<file path="src/hdl/ptre_pkg.sv">
// Shared types, constants and small lookup functions of the planar tile row encoder.
// No dependencies; every other file of the block imports this package.

package ptre_pkg;

    localparam int ADDR_BITS_DEFAULT = 16;
    localparam int MAX_ROWS          = 1024;
    localparam int MAX_BLOCK_COLUMNS = 128;

    localparam int PIX_W      = 8;
    localparam int NUM_PIX    = 8;
    localparam int PLANES_W   = PIX_W * NUM_PIX;
    localparam int COL_W      = 7;
    localparam int ROW_W      = 10;
    localparam int OY_W       = 3;
    localparam int BY_W       = ROW_W - OY_W;
    localparam int BLK_W      = 5;
    localparam int RECIP_W    = 17;
    localparam int RECIP_SHIFT = 16;
    localparam int TILE_W     = 15;
    localparam int FULL_W     = 32;
    localparam int OUT_ADDR_W = 16;
    localparam int QUEUE_DEPTH = 4;

    // Stream payload layout.
    localparam int COL_LSB    = PLANES_W;
    localparam int ROW_LSB    = COL_LSB + COL_W;
    localparam int IN_DATA_W  = 88;
    localparam int OUT_DATA_W = 32;

    // Configuration port.
    localparam int CFG_ADDR_W = 5;
    localparam int CFG_DATA_W = 32;

    localparam logic [2:0] REG_DEPTH_MODE   = 3'd0;
    localparam logic [2:0] REG_COLOR_OFFSET = 3'd1;
    localparam logic [2:0] REG_TILE_WIDTH   = 3'd2;
    localparam logic [2:0] REG_TILE_HEIGHT  = 3'd3;
    localparam logic [2:0] REG_TILES_ACROSS = 3'd4;

    localparam logic [1:0] DEPTH_2BPP = 2'd0;
    localparam logic [1:0] DEPTH_4BPP = 2'd1;

    typedef struct packed {
        logic [1:0]       depth_mode;
        logic [PIX_W-1:0] color_offset;
        logic [BLK_W-1:0] tile_width_blocks;
        logic [BLK_W-1:0] tile_height_blocks;
        logic [7:0]       tiles_across;
    } t_cfg;

    typedef struct packed {
        logic [FULL_W-1:0]   base;
        logic [PLANES_W-1:0] planes;
    } t_entry;

    // Zero counts as one block, anything above sixteen as sixteen.
    function automatic logic [BLK_W-1:0] clamp_blocks(input logic [BLK_W-1:0] v);
        logic [BLK_W-1:0] res;
        if (v == '0) begin
            res = BLK_W'(1);
        end else if (v > BLK_W'(16)) begin
            res = BLK_W'(16);
        end else begin
            res = v;
        end
        return res;
    endfunction

    // floor(65536 / d) for divisors one to sixteen.
    function automatic logic [RECIP_W-1:0] recip_q16(input logic [BLK_W-1:0] d);
        logic [RECIP_W-1:0] res;
        case (d)
            5'd1:    res = 17'd65536;
            5'd2:    res = 17'd32768;
            5'd3:    res = 17'd21845;
            5'd4:    res = 17'd16384;
            5'd5:    res = 17'd13107;
            5'd6:    res = 17'd10922;
            5'd7:    res = 17'd9362;
            5'd8:    res = 17'd8192;
            5'd9:    res = 17'd7281;
            5'd10:   res = 17'd6553;
            5'd11:   res = 17'd5957;
            5'd12:   res = 17'd5461;
            5'd13:   res = 17'd5041;
            5'd14:   res = 17'd4681;
            5'd15:   res = 17'd4369;
            default: res = 17'd4096;
        endcase
        return res;
    endfunction

    // Grouped tiles in one 16-block row: 16 / tile width.
    function automatic logic [BLK_W-1:0] tiles_per_row(input logic [BLK_W-1:0] tw);
        logic [BLK_W-1:0] res;
        case (tw)
            5'd1:    res = 5'd16;
            5'd2:    res = 5'd8;
            5'd3:    res = 5'd5;
            5'd4:    res = 5'd4;
            5'd5:    res = 5'd3;
            5'd6:    res = 5'd2;
            5'd7:    res = 5'd2;
            5'd8:    res = 5'd2;
            default: res = 5'd1;
        endcase
        return res;
    endfunction

    // log2 of the bytes in one 8x8 block: 16, 32 or 64.
    function automatic logic [2:0] plane_shift(input logic [1:0] mode);
        logic [2:0] res;
        case (mode)
            DEPTH_2BPP: res = 3'd4;
            DEPTH_4BPP: res = 3'd5;
            default:    res = 3'd6;
        endcase
        return res;
    endfunction

    // Index of the final beat of an item: planes minus one.
    function automatic logic [2:0] last_beat(input logic [1:0] mode);
        logic [2:0] res;
        case (mode)
            DEPTH_2BPP: res = 3'd1;
            DEPTH_4BPP: res = 3'd3;
            default:    res = 3'd7;
        endcase
        return res;
    endfunction

endpackage

</file>
<file path="src/hdl/ptre_div.sv">
// Three-stage divider by a small divisor (1 to 16) using a stored reciprocal.
// Depends on ptre_pkg; instantiated by ptre_front.

module ptre_div import ptre_pkg::*; #(
    parameter int XW = 7
) (
    input  logic               i_clk,
    input  logic               i_en,
    input  logic [XW-1:0]      i_x,
    input  logic [BLK_W-1:0]   i_d,
    input  logic [RECIP_W-1:0] i_recip,
    output logic [XW-1:0]      o_q,
    output logic [BLK_W-1:0]   o_r
);

    localparam int PW  = XW + RECIP_W;
    localparam int PW2 = XW + BLK_W;

    logic [PW-1:0]  prod;
    logic [XW-1:0]  diff;
    logic [XW-1:0]  r_x1;
    logic [XW-1:0]  r_q1;
    logic [XW-1:0]  r_x2;
    logic [XW-1:0]  r_q2;
    logic [XW-1:0]  r_p2;
    logic [XW-1:0]  r_q3;
    logic [BLK_W-1:0] r_r3;

    // The estimate is the true quotient or one below it.
    assign prod = PW'(i_x) * PW'(i_recip);
    assign diff = r_x2 - r_p2;

    always_ff @(posedge i_clk) begin
        if (i_en) begin
            r_x1 <= i_x;
            r_q1 <= XW'(prod >> RECIP_SHIFT);
            r_x2 <= r_x1;
            r_q2 <= r_q1;
            r_p2 <= XW'(PW2'(r_q1) * PW2'(i_d));
            if (PW2'(diff) >= PW2'(i_d)) begin
                r_q3 <= r_q2 + XW'(1);
                r_r3 <= BLK_W'(PW2'(diff) - PW2'(i_d));
            end else begin
                r_q3 <= r_q2;
                r_r3 <= BLK_W'(diff);
            end
        end
    end

    assign o_q = r_q3;
    assign o_r = r_r3;

endmodule

</file>
<file path="src/hdl/ptre_front.sv">
// Front part: takes pixel rows, transposes them into bitplanes and works out the
// base byte address in a ten-stage pipeline. Depends on ptre_pkg and ptre_div.

module ptre_front import ptre_pkg::*; (
    input  logic                 i_clk,
    input  logic                 i_rst_n,
    input  t_cfg                 i_cfg,
    input  logic                 i_valid,
    output logic                 o_ready,
    input  logic [IN_DATA_W-1:0] i_data,
    input  logic                 i_full,
    output logic                 o_push,
    output t_entry               o_entry
);

    localparam int LAT  = 10;
    localparam int AX_W = 2 * BLK_W;
    localparam int AY_W = TILE_W + BLK_W;

    typedef struct packed {
        logic [PLANES_W-1:0] planes;
        logic [OY_W-1:0]     oy;
        logic [BLK_W-1:0]    sub_x;
        logic [BLK_W-1:0]    sub_y;
    } t_side;

    logic [LAT:1]        r_v;
    logic                en;
    logic [BLK_W-1:0]    tw;
    logic [BLK_W-1:0]    th;
    logic [BLK_W-1:0]    per_row;
    logic [2:0]          lpx;
    logic [PLANES_W-1:0] n_planes;
    logic [COL_W-1:0]    col_in;
    logic [ROW_W-1:0]    row_in;

    t_side               r_side [1:9];
    logic [COL_W-1:0]    r_col;
    logic [BY_W-1:0]     r_by;
    logic [TILE_W-1:0]   r_tile;
    logic [AX_W-1:0]     r_ax;
    logic [AY_W-1:0]     r_ay;
    logic [FULL_W-1:0]   r_base;
    logic [PLANES_W-1:0] r_planes;

    logic [COL_W-1:0]    div_a_q;
    logic [BLK_W-1:0]    div_a_r;
    logic [BY_W-1:0]     div_b_q;
    logic [BLK_W-1:0]    div_b_r;
    logic [TILE_W-1:0]   div_c_q;
    logic [BLK_W-1:0]    div_c_r;
    logic [FULL_W-1:0]   hi;
    logic [FULL_W-1:0]   n_base;

    assign tw      = clamp_blocks(i_cfg.tile_width_blocks);
    assign th      = clamp_blocks(i_cfg.tile_height_blocks);
    assign per_row = tiles_per_row(tw);
    assign lpx     = plane_shift(i_cfg.depth_mode);

    // The whole pipeline moves together; it holds only when a finished item
    // cannot enter the queue.
    assign en      = !(r_v[LAT] && i_full);
    assign o_ready = en;
    assign o_push  = r_v[LAT] && !i_full;

    assign col_in = COL_W'(32'(i_data[COL_LSB +: COL_W]) % MAX_BLOCK_COLUMNS);
    assign row_in = ROW_W'(32'(i_data[ROW_LSB +: ROW_W]) % MAX_ROWS);

    always_comb begin
        logic [PIX_W-1:0] c;
        n_planes = '0;
        for (int b = 0; b < NUM_PIX; b++) begin
            c = i_data[b*PIX_W +: PIX_W] + i_cfg.color_offset;
            for (int p = 0; p < PIX_W; p++) begin
                n_planes[p*PIX_W + (NUM_PIX - 1 - b)] = c[p];
            end
        end
    end

    ptre_div #(.XW(COL_W)) u_div_col (
        .i_clk   (i_clk),
        .i_en    (en),
        .i_x     (r_col),
        .i_d     (tw),
        .i_recip (recip_q16(tw)),
        .o_q     (div_a_q),
        .o_r     (div_a_r)
    );

    ptre_div #(.XW(BY_W)) u_div_row (
        .i_clk   (i_clk),
        .i_en    (en),
        .i_x     (r_by),
        .i_d     (th),
        .i_recip (recip_q16(th)),
        .o_q     (div_b_q),
        .o_r     (div_b_r)
    );

    ptre_div #(.XW(TILE_W)) u_div_tile (
        .i_clk   (i_clk),
        .i_en    (en),
        .i_x     (r_tile),
        .i_d     (per_row),
        .i_recip (recip_q16(per_row)),
        .o_q     (div_c_q),
        .o_r     (div_c_r)
    );

    always_comb begin
        hi = ((FULL_W'(r_ay) + FULL_W'(r_side[9].sub_y)) << 4)
           + FULL_W'(r_ax) + FULL_W'(r_side[9].sub_x);
        n_base = (hi << lpx) + FULL_W'({r_side[9].oy, 1'b0});
    end

    always_ff @(posedge i_clk) begin
        if (!i_rst_n) begin
            r_v <= '0;
        end else if (en) begin
            r_v <= {r_v[LAT-1:1], i_valid};
        end
    end

    always_ff @(posedge i_clk) begin
        if (en) begin
            r_side[1] <= '{planes: n_planes, oy: row_in[OY_W-1:0], sub_x: '0, sub_y: '0};
            r_col     <= col_in;
            r_by      <= row_in[ROW_W-1:OY_W];
            for (int s = 2; s <= 9; s++) begin
                if (s != 5) begin
                    r_side[s] <= r_side[s-1];
                end
            end
            // Stage five picks up the remainders of the column and row dividers.
            r_side[5] <= '{planes: r_side[4].planes, oy: r_side[4].oy,
                           sub_x: div_a_r, sub_y: div_b_r};
            r_tile   <= TILE_W'(div_a_q)
                      + TILE_W'(div_b_q) * TILE_W'(i_cfg.tiles_across);
            r_ax     <= AX_W'(div_c_r) * AX_W'(tw);
            r_ay     <= AY_W'(div_c_q) * AY_W'(th);
            r_base   <= n_base;
            r_planes <= r_side[9].planes;
        end
    end

    assign o_entry = '{base: r_base, planes: r_planes};

endmodule

</file>
<file path="src/hdl/ptre_queue.sv">
// Four-entry queue of encoded rows between the front and back parts.
// Depends on ptre_pkg.

module ptre_queue import ptre_pkg::*; (
    input  logic   i_clk,
    input  logic   i_rst_n,
    input  logic   i_push,
    input  t_entry i_entry,
    input  logic   i_pop,
    output logic   o_full,
    output logic   o_empty,
    output t_entry o_head
);

    localparam int PTR_W = $clog2(QUEUE_DEPTH);

    t_entry           r_mem [QUEUE_DEPTH];
    logic [PTR_W-1:0] r_wr;
    logic [PTR_W-1:0] r_rd;
    logic [PTR_W:0]   r_count;

    assign o_full  = r_count == (PTR_W + 1)'(QUEUE_DEPTH);
    assign o_empty = r_count == '0;
    assign o_head  = r_mem[r_rd];

    always_ff @(posedge i_clk) begin
        if (!i_rst_n) begin
            r_wr    <= '0;
            r_rd    <= '0;
            r_count <= '0;
        end else begin
            if (i_push) begin
                r_wr <= r_wr + PTR_W'(1);
            end
            if (i_pop) begin
                r_rd <= r_rd + PTR_W'(1);
            end
            if (i_push && !i_pop) begin
                r_count <= r_count + (PTR_W + 1)'(1);
            end else if (i_pop && !i_push) begin
                r_count <= r_count - (PTR_W + 1)'(1);
            end
        end
    end

    always_ff @(posedge i_clk) begin
        if (i_push) begin
            r_mem[r_wr] <= i_entry;
        end
    end

    a_no_push_when_full: assert property (@(posedge i_clk) disable iff (!i_rst_n)
        o_full |-> !i_push)
        else $error("row pushed into a full queue");

    a_no_pop_when_empty: assert property (@(posedge i_clk) disable iff (!i_rst_n)
        o_empty |-> !i_pop)
        else $error("row popped from an empty queue");

endmodule

</file>
<file path="src/hdl/ptre_back.sv">
// Back part: walks the planes of the queue head row and drives one address/byte
// beat per cycle when i_ready allows, via an output register. Depends on ptre_pkg.

module ptre_back import ptre_pkg::*; #(
    parameter int ADDR_BITS = ADDR_BITS_DEFAULT
) (
    input  logic                  i_clk,
    input  logic                  i_rst_n,
    input  logic [1:0]            i_depth_mode,
    input  logic                  i_empty,
    input  t_entry                i_head,
    output logic                  o_pop,
    output logic                  o_valid,
    input  logic                  i_ready,
    output logic [OUT_DATA_W-1:0] o_data,
    output logic                  o_last
);

    localparam logic [FULL_W-1:0] AMASK = (FULL_W'(1) << ADDR_BITS) - FULL_W'(1);

    logic                  r_valid;
    logic [2:0]            r_k;
    logic [OUT_ADDR_W-1:0] r_addr;
    logic [PIX_W-1:0]      r_byte;
    logic                  r_ovf;
    logic                  r_last;

    logic                  load;
    logic                  emit;
    logic                  last_k;
    logic [FULL_W-1:0]     addr;

    assign load   = !r_valid || i_ready;
    assign emit   = load && !i_empty;
    assign last_k = r_k == last_beat(i_depth_mode);
    assign o_pop  = emit && last_k;

    // Planes go in pairs: 0 and 1 at +0/+1, 2 and 3 at +16/+17, and so on.
    assign addr = i_head.base + FULL_W'({r_k[2:1], 3'b000, r_k[0]});

    always_ff @(posedge i_clk) begin
        if (!i_rst_n) begin
            r_valid <= 1'b0;
            r_k     <= '0;
        end else begin
            if (load) begin
                r_valid <= !i_empty;
            end
            if (emit) begin
                r_k <= last_k ? 3'd0 : r_k + 3'd1;
            end
        end
    end

    always_ff @(posedge i_clk) begin
        if (emit) begin
            r_addr <= OUT_ADDR_W'(addr & AMASK);
            r_byte <= i_head.planes[{r_k, 3'b000} +: PIX_W];
            r_ovf  <= (addr & ~AMASK) != '0;
            r_last <= last_k;
        end
    end

    assign o_valid = r_valid;
    assign o_data  = {(OUT_DATA_W - OUT_ADDR_W - PIX_W - 1)'(0), r_ovf, r_byte, r_addr};
    assign o_last  = r_last;

    a_head_held_mid_row: assert property (@(posedge i_clk) disable iff (!i_rst_n)
        (r_k != 3'd0) |-> !i_empty)
        else $error("queue head left before all its planes were sent");

    a_pop_on_last_beat: assert property (@(posedge i_clk) disable iff (!i_rst_n)
        o_pop |=> (r_valid && r_last))
        else $error("queue popped on a beat that is not the last of its row");

endmodule

</file>
<file path="src/hdl/planar_tile_row_encoder_unit.sv">
// Top level of the planar tile row encoder: configuration registers, front part,
// queue and back part. Depends on ptre_pkg, ptre_front, ptre_queue and ptre_back.
//
// Usage: each beat on the s_axis side carries one pixel row of an 8-pixel block
// (eight palette indices, block column, pixel row). The colour offset is added,
// the row is split into bitplane bytes and each byte leaves on the m_axis side
// with its tile-buffer address, an overflow flag and tlast on the row's final byte.
// A row gives 2, 4 or 8 beats for 2, 4 or 8 bits per pixel.
// Path: a row passes the ten address pipeline stages, the queue write and the
// output register before its first beat appears.
// Throughput: while the receiver is ready, the output register sends one byte per
// cycle; the address pipeline takes a row every cycle unless held by a full queue.
// When the receiver stalls, the output register holds, the four-row queue fills,
// the address pipeline halts and s_axis_tready goes low.
// Reset loads the register defaults (4bpp, offset 0, 1x1 tiles, 16 across) and
// empties the pipeline and queue. The user must write registers over the APB port
// only while no row is in flight; the block itself does not enforce this.

module planar_tile_row_encoder_unit import ptre_pkg::*; #(
    parameter int ADDR_BITS = ADDR_BITS_DEFAULT
) (
    input  logic                  i_clk,
    input  logic                  i_rst_n,
    input  logic                  s_axis_tvalid,
    output logic                  s_axis_tready,
    // pixel_0..pixel_7 [63:0], block_column [70:64], pixel_row [80:71], zero pad
    input  logic [IN_DATA_W-1:0]  s_axis_tdata,
    output logic                  m_axis_tvalid,
    input  logic                  m_axis_tready,
    // byte_address [15:0], byte_value [23:16], address_overflow [24], zero pad
    output logic [OUT_DATA_W-1:0] m_axis_tdata,
    output logic                  m_axis_tlast,
    input  logic                  psel,
    input  logic                  penable,
    input  logic                  pwrite,
    input  logic [CFG_ADDR_W-1:0] paddr,
    input  logic [CFG_DATA_W-1:0] pwdata,
    output logic [CFG_DATA_W-1:0] prdata,
    output logic                  pready
);

    t_cfg       r_cfg;
    logic [2:0] reg_index;
    logic       cfg_write;
    logic       push;
    logic       pop;
    logic       full;
    logic       empty;
    t_entry     front_entry;
    t_entry     head;

    assign pready    = 1'b1;
    assign reg_index = paddr[CFG_ADDR_W-1:2];
    assign cfg_write = psel && penable && pwrite && pready;

    always_ff @(posedge i_clk) begin
        if (!i_rst_n) begin
            r_cfg.depth_mode         <= DEPTH_4BPP;
            r_cfg.color_offset       <= '0;
            r_cfg.tile_width_blocks  <= BLK_W'(1);
            r_cfg.tile_height_blocks <= BLK_W'(1);
            r_cfg.tiles_across       <= 8'd16;
        end else if (cfg_write) begin
            case (reg_index)
                REG_DEPTH_MODE:   r_cfg.depth_mode         <= pwdata[1:0];
                REG_COLOR_OFFSET: r_cfg.color_offset       <= pwdata[PIX_W-1:0];
                REG_TILE_WIDTH:   r_cfg.tile_width_blocks  <= pwdata[BLK_W-1:0];
                REG_TILE_HEIGHT:  r_cfg.tile_height_blocks <= pwdata[BLK_W-1:0];
                REG_TILES_ACROSS: r_cfg.tiles_across       <= pwdata[7:0];
                default: ;
            endcase
        end
    end

    always_comb begin
        case (reg_index)
            REG_DEPTH_MODE:   prdata = CFG_DATA_W'(r_cfg.depth_mode);
            REG_COLOR_OFFSET: prdata = CFG_DATA_W'(r_cfg.color_offset);
            REG_TILE_WIDTH:   prdata = CFG_DATA_W'(r_cfg.tile_width_blocks);
            REG_TILE_HEIGHT:  prdata = CFG_DATA_W'(r_cfg.tile_height_blocks);
            REG_TILES_ACROSS: prdata = CFG_DATA_W'(r_cfg.tiles_across);
            default:          prdata = '0;
        endcase
    end

    ptre_front u_front (
        .i_clk   (i_clk),
        .i_rst_n (i_rst_n),
        .i_cfg   (r_cfg),
        .i_valid (s_axis_tvalid),
        .o_ready (s_axis_tready),
        .i_data  (s_axis_tdata),
        .i_full  (full),
        .o_push  (push),
        .o_entry (front_entry)
    );

    ptre_queue u_queue (
        .i_clk   (i_clk),
        .i_rst_n (i_rst_n),
        .i_push  (push),
        .i_entry (front_entry),
        .i_pop   (pop),
        .o_full  (full),
        .o_empty (empty),
        .o_head  (head)
    );

    ptre_back #(.ADDR_BITS(ADDR_BITS)) u_back (
        .i_clk        (i_clk),
        .i_rst_n      (i_rst_n),
        .i_depth_mode (r_cfg.depth_mode),
        .i_empty      (empty),
        .i_head       (head),
        .o_pop        (pop),
        .o_valid      (m_axis_tvalid),
        .i_ready      (m_axis_tready),
        .o_data       (m_axis_tdata),
        .o_last       (m_axis_tlast)
    );

endmodule
</file>
<file path="config.mk">
export PLATFORM = sky130hd
export DESIGN_NAME = planar_tile_row_encoder_unit
export DESIGN_NICKNAME = d
export VERILOG_FILES = /design/src/hdl/ptre_pkg.sv /design/src/hdl/ptre_div.sv /design/src/hdl/ptre_front.sv /design/src/hdl/ptre_queue.sv /design/src/hdl/ptre_back.sv /design/src/hdl/planar_tile_row_encoder_unit.sv
export SDC_FILE = /design/constraint.sdc
export NUM_CORES = 2
export LEC_CHECK = 0
export BUFFER_PORTS_ARGS = -buffer_cell sky130_fd_sc_hd__buf_2
export CORE_AREA = 5 5 419 421
export CTS_BUF_LIST = sky130_fd_sc_hd__clkbuf_4 sky130_fd_sc_hd__clkbuf_8 sky130_fd_sc_hd__clkbuf_16
export CTS_CLUSTER_SIZE = 30
export DETAILED_ROUTE_END_ITERATION = 12
export DIE_AREA = 0 0 424 426
export PLACE_DENSITY = 0.68
export SLEW_MARGIN = 20
export SYNTH_ARGS = -nofsm -noshare
export SYNTH_HDL_FRONTEND = slang
export SYNTH_SLANG_ARGS = --single-unit
</file>
<file path="constraint.sdc">
create_clock -name i_clk -period 24.6 [get_ports i_clk]
set_clock_uncertainty 0.1 [all_clocks]
set_input_delay 4.92 -clock i_clk [delete_from_list [all_inputs] [get_ports i_clk]]
set_output_delay 4.92 -clock i_clk [all_outputs]
set_load 0.05 [all_outputs]
</file>
==> flow_metrics.py <==
metrics = {
    "outcome": {
        "status": "finished clean",
    },
    "sta": {
        "finalHoldViolCount": 0,
        "relSlewSlack": 0.2121,
        "period_minus_slack_ps": 11170,
        "fmax_ghz": 0.08949,
        "final.setup.worst_slack_ps": 13430,
        "worst_slew_pin_slew_ps": 1175,
        "fin_tns_setup_ps": 0,
        "slew_violations": 0,
        "rsz0062_at_grt": "false",
        "fin_crit_sh": 0.4543,
        "setup_viol": 0,
    },
    "clocking": {
        "cts.path.max_buffers": 3,
        "hold_buffers": 0,
        "clk_pin_slew_ps": 60,
        "cts_buffers": 143,
        "post_cts.repair.setup_buffers": 0,
        "root_buffer": "clkbuf_16",
        "clk_latency_ps": 770,
        "ctsResizeCount": 0,
        "htreeDepth": 4,
        "cts_sinks": 1453,
        "cts_tree": "done",
    },
    "logic_synthesis": {
        "synth.cell_area_mm2": 0.07675,
        "synth_largest_area_cell": "edfxtp_1",
        "avgSynthCellArea_um2": 13.99,
        "synthMuxAreaShare": 0.04048,
        "synthTopCellsByArea": "edfxtp_1 55%, fa_1 13%, ha_1 7.0%, mux4_2 3.3%, inv_1 3.2%",
        "async_flop_share": 0,
        "synth_xor_area_frac": 0.02910,
        "ys_seq_area_frac": 0.5618,
        "synth_edf_count": 1402,
        "ys_ff_latch": 1453,
        "yosysUniqueCellTypes": 90,
        "synthSimpleGateAreaFrac": 0.08503,
        "synthAdderAreaFrac": 0.1968,
        "synth_compound_area_frac": 0.04328,
        "synth_cells": 5486,
        "netlist.area_leader.share": 0.5485,
        "ys.flop_type": "edfxtp_1",
        "synth_top_family_by_area": "adder cells",
        "synth-warning-count": 0,
    },
    "global_route": {
        "grt_max_degree": 166,
        "grt_pass1_vias": 42990,
        "overflow": 0,
        "grt_pass1_wl_um": 233600,
        "grt_usage": 0.1631,
        "grt_antenna_before_repair": 11,
    },
    "worst_hold_path": {
        "hp-start": "u_front.r_side[0][580]$_DFFE_PN_",
        "hold_end": "u_front.r_side[0][657]$_DFFE_PN_",
        "holdPathStages": 0,
        "hp-class": "reg -> reg",
    },
    "worst_setup_path": {
        "r2r-start": "r_cfg[17]$_SDFFE_PN0P_",
        "timing.rr.end": "u_front.u_div_tile.r_q1[14]$_DFFE_PN_",
        "crit_buf_inv": 2,
        "required_ps": 19580,
        "cp_cell_sequence": "buf_2 > nor2b_1 > a22oi_1 > o21ai_0 > buf_2",
        "cp.arrival_ps": 6150,
        "rrSetupSlack_ps": 13970,
        "worstSetupPathType": "in -> out",
        "cp_max_fo": 14,
        "critical-path-top-delay-family": "buffers and inverters",
        "slowest_delay_ps": 330,
        "crit_path_end_kind": "output pin",
        "cp_slowest_cell": "buf_2",
        "r2r_cells": 30,
        "worstSetupStartpointType": "input port",
        "cpMostUsedCell": "buf_2",
    },
    "pwr": {
        "p_leak_nw": 35.11,
        "p_total_mw": 6.302,
        "clkPwrFrac": 0.358,
        "power_frac_seq": 0.505,
        "vdd_drop_max_mv": 0.07719,
        "switching_share": 0.2553,
        "comb_power_share": 0.137,
        "switchingPower_mw": 1.609,
        "power_density_mw_per_mm2": 74.10,
        "p_int_mw": 4.693,
    },
    "detailed_routing": {
        "routed_wl_um": 144900,
        "drc": 0,
        "drtIter0Drc": 2803,
        "num_vias": 41230,
        "avgViaCountPerCell": 5.139,
        "drt_pass1_iterations": 5,
        "final_antenna_net_count": 0,
        "routedWlPerCell_um": 18.06,
    },
    "floorplan": {
        "ioPinCount": 200,
        "initial_utilization": 0.4489,
        "rows": 152,
        "die_area_mm2": 0.1806,
        "die_y_um": 426,
        "core_area_mm2": 0.1710,
        "die_w_um": 424,
    },
    "flow_run": {
        "drv_cap": 0,
    },
    "layout": {
        "synthToLayoutAreaGrowth_pct": 10.80,
        "drive_gt1_frac": 0.1020,
        "num-nets-final": 6713,
    },
    "placement": {
        "place_congestion": 0.8570,
        "hpwl_um": 98960,
        "preCtsSetupSlack_ps": 13430,
        "portBuffers": 134,
    },
}
## per-layer routing
| metal | share of wire | track usage | vias up | routed length (um) |
|---|---|---|---|---|
| met1 | 0.42 | 0.2107 | 20710 | 60870 |
| li1 | - | - | 19350 | - |
| met2 | 0.49 | 0.2768 | 924 | 71720 |
| met3 | 0.045 | 0.02461 | 251 | 6499 |
| met4 | 0.040 | 0.06800 | 0 | 5820 |
| met5 | 0 | 0 | - | 0 |
## flip-flops by register name (all words and copies together), names as in the netlist, 16 cells and up, named ones only
signal / count
u_front.r_side: 653
u_queue.r_mem: 380
u_front.r_planes: 64
u_front.r_base: 31
r_cfg: 28
u_front.r_ay: 20
u_back.r_addr: 16
## cell type report
type | count | area [um^2]
fill | 14160 | 85940
clock inverter | 81 | 1021
clock buffer | 182 | 3971
multi-input combinational | 3219 | 30470
tap | 2233 | 2794
inverter | 648 | 2449
timing repair buffer | 201 | 1186
sequential | 1453 | 43130
antenna | 6 | 15.01
## power by group through the flow
stage               logic, mW  clock network, mW  registers (mW)
CTS                     0.871               2.31            3.18
global placement        0.839                  0            3.22
detailed placement      0.858                  0            3.23
finish                  0.864               2.26            3.18
global route            0.984               2.42            3.21
floorplan               0.689                  0            3.11
## worst register-to-register path: cells and delay by family (launching register included)
family	cells	cell delay, ps
DFF	1	930
xor gates and xnor gates	1	130
buffers and inverters	7	870
AOI/OAI and AO/OA	8	2430
adders and majority gates	9	4030
and+or+nand+nor	5	1890
## worst max-delay path by stage
stage                                    startpoint       endpoint  slack [ps]  depth (start not counted)
finish                                     paddr[2]      prdata[2]       13430                          5
global route                               paddr[2]      prdata[3]       13320                          5
CTS                                        paddr[2]      prdata[2]       13420                          5
detailed placement                         paddr[2]      prdata[2]       13430                          5
global placement                           paddr[2]      prdata[2]       13440                          5
floorplan           u_queue.r_count[0]$_SDFFE_PN0P_  s_axis_tready       10020                          3
## cell usage after synthesis, drive strengths merged (15+ instances only)
library cell  count
nor2            133
nor2b            53
and3             58
buf              77
xor2             85
nand2           600
a211oi           21
clkbuf          120
inv             646
nor3             44
nand2b           19
and2            307
nand4            24
mux4            111
a21boi           23
o21ai            77
nand3            34
edfxtp         1402
a22oi            15
dfxtp            51
xnor2           170
ha              429
o21bai           43
a21o             62
a21oi           175
mux2i            55
fa              486
## cells by family (layout without fill, tap and decap cells)
family	after synthesis	after routing
compound gates	514	514
xor+xnor	255	255
fa+ha+maj	916	916
buf+inv	845	1112
flops	1453	1453
mux	171	171
other cells	2	39
simple gates	1330	1330
## placed cells by master, fill, tap and decap left out, types with 134 or more instances in the layout
| cell | instances |
|---|---|
| buf_2 | 134 |
| edfxtp_1 | 1402 |
| and2_1 | 303 |
| ha_1 | 429 |
| xnor2_1 | 170 |
| fa_1 | 486 |
| clkbuf_16 | 148 |
| nand2_1 | 600 |
| inv_1 | 646 |
| a21oi_1 | 173 |
## metrics by stage
| step | utilization | hold WS (ps) | cells | instance area, um^2 |
|---|---|---|---|---|
| after floorplan | - | 300.3 | 5517 | 76870 |
| after global placement | 0.4680 | 300.3 | 7754 | 80020 |
| after detailed placement | 0.4681 | 304.5 | 7754 | 80030 |
| after CTS | 0.4973 | 303.5 | 8017 | 85020 |
| after global routing | 0.4974 | 304.0 | 8023 | 85040 |
| final | 0.4974 | 299.5 | 8023 | 85040 |
(Power assumes the default switching activity.)
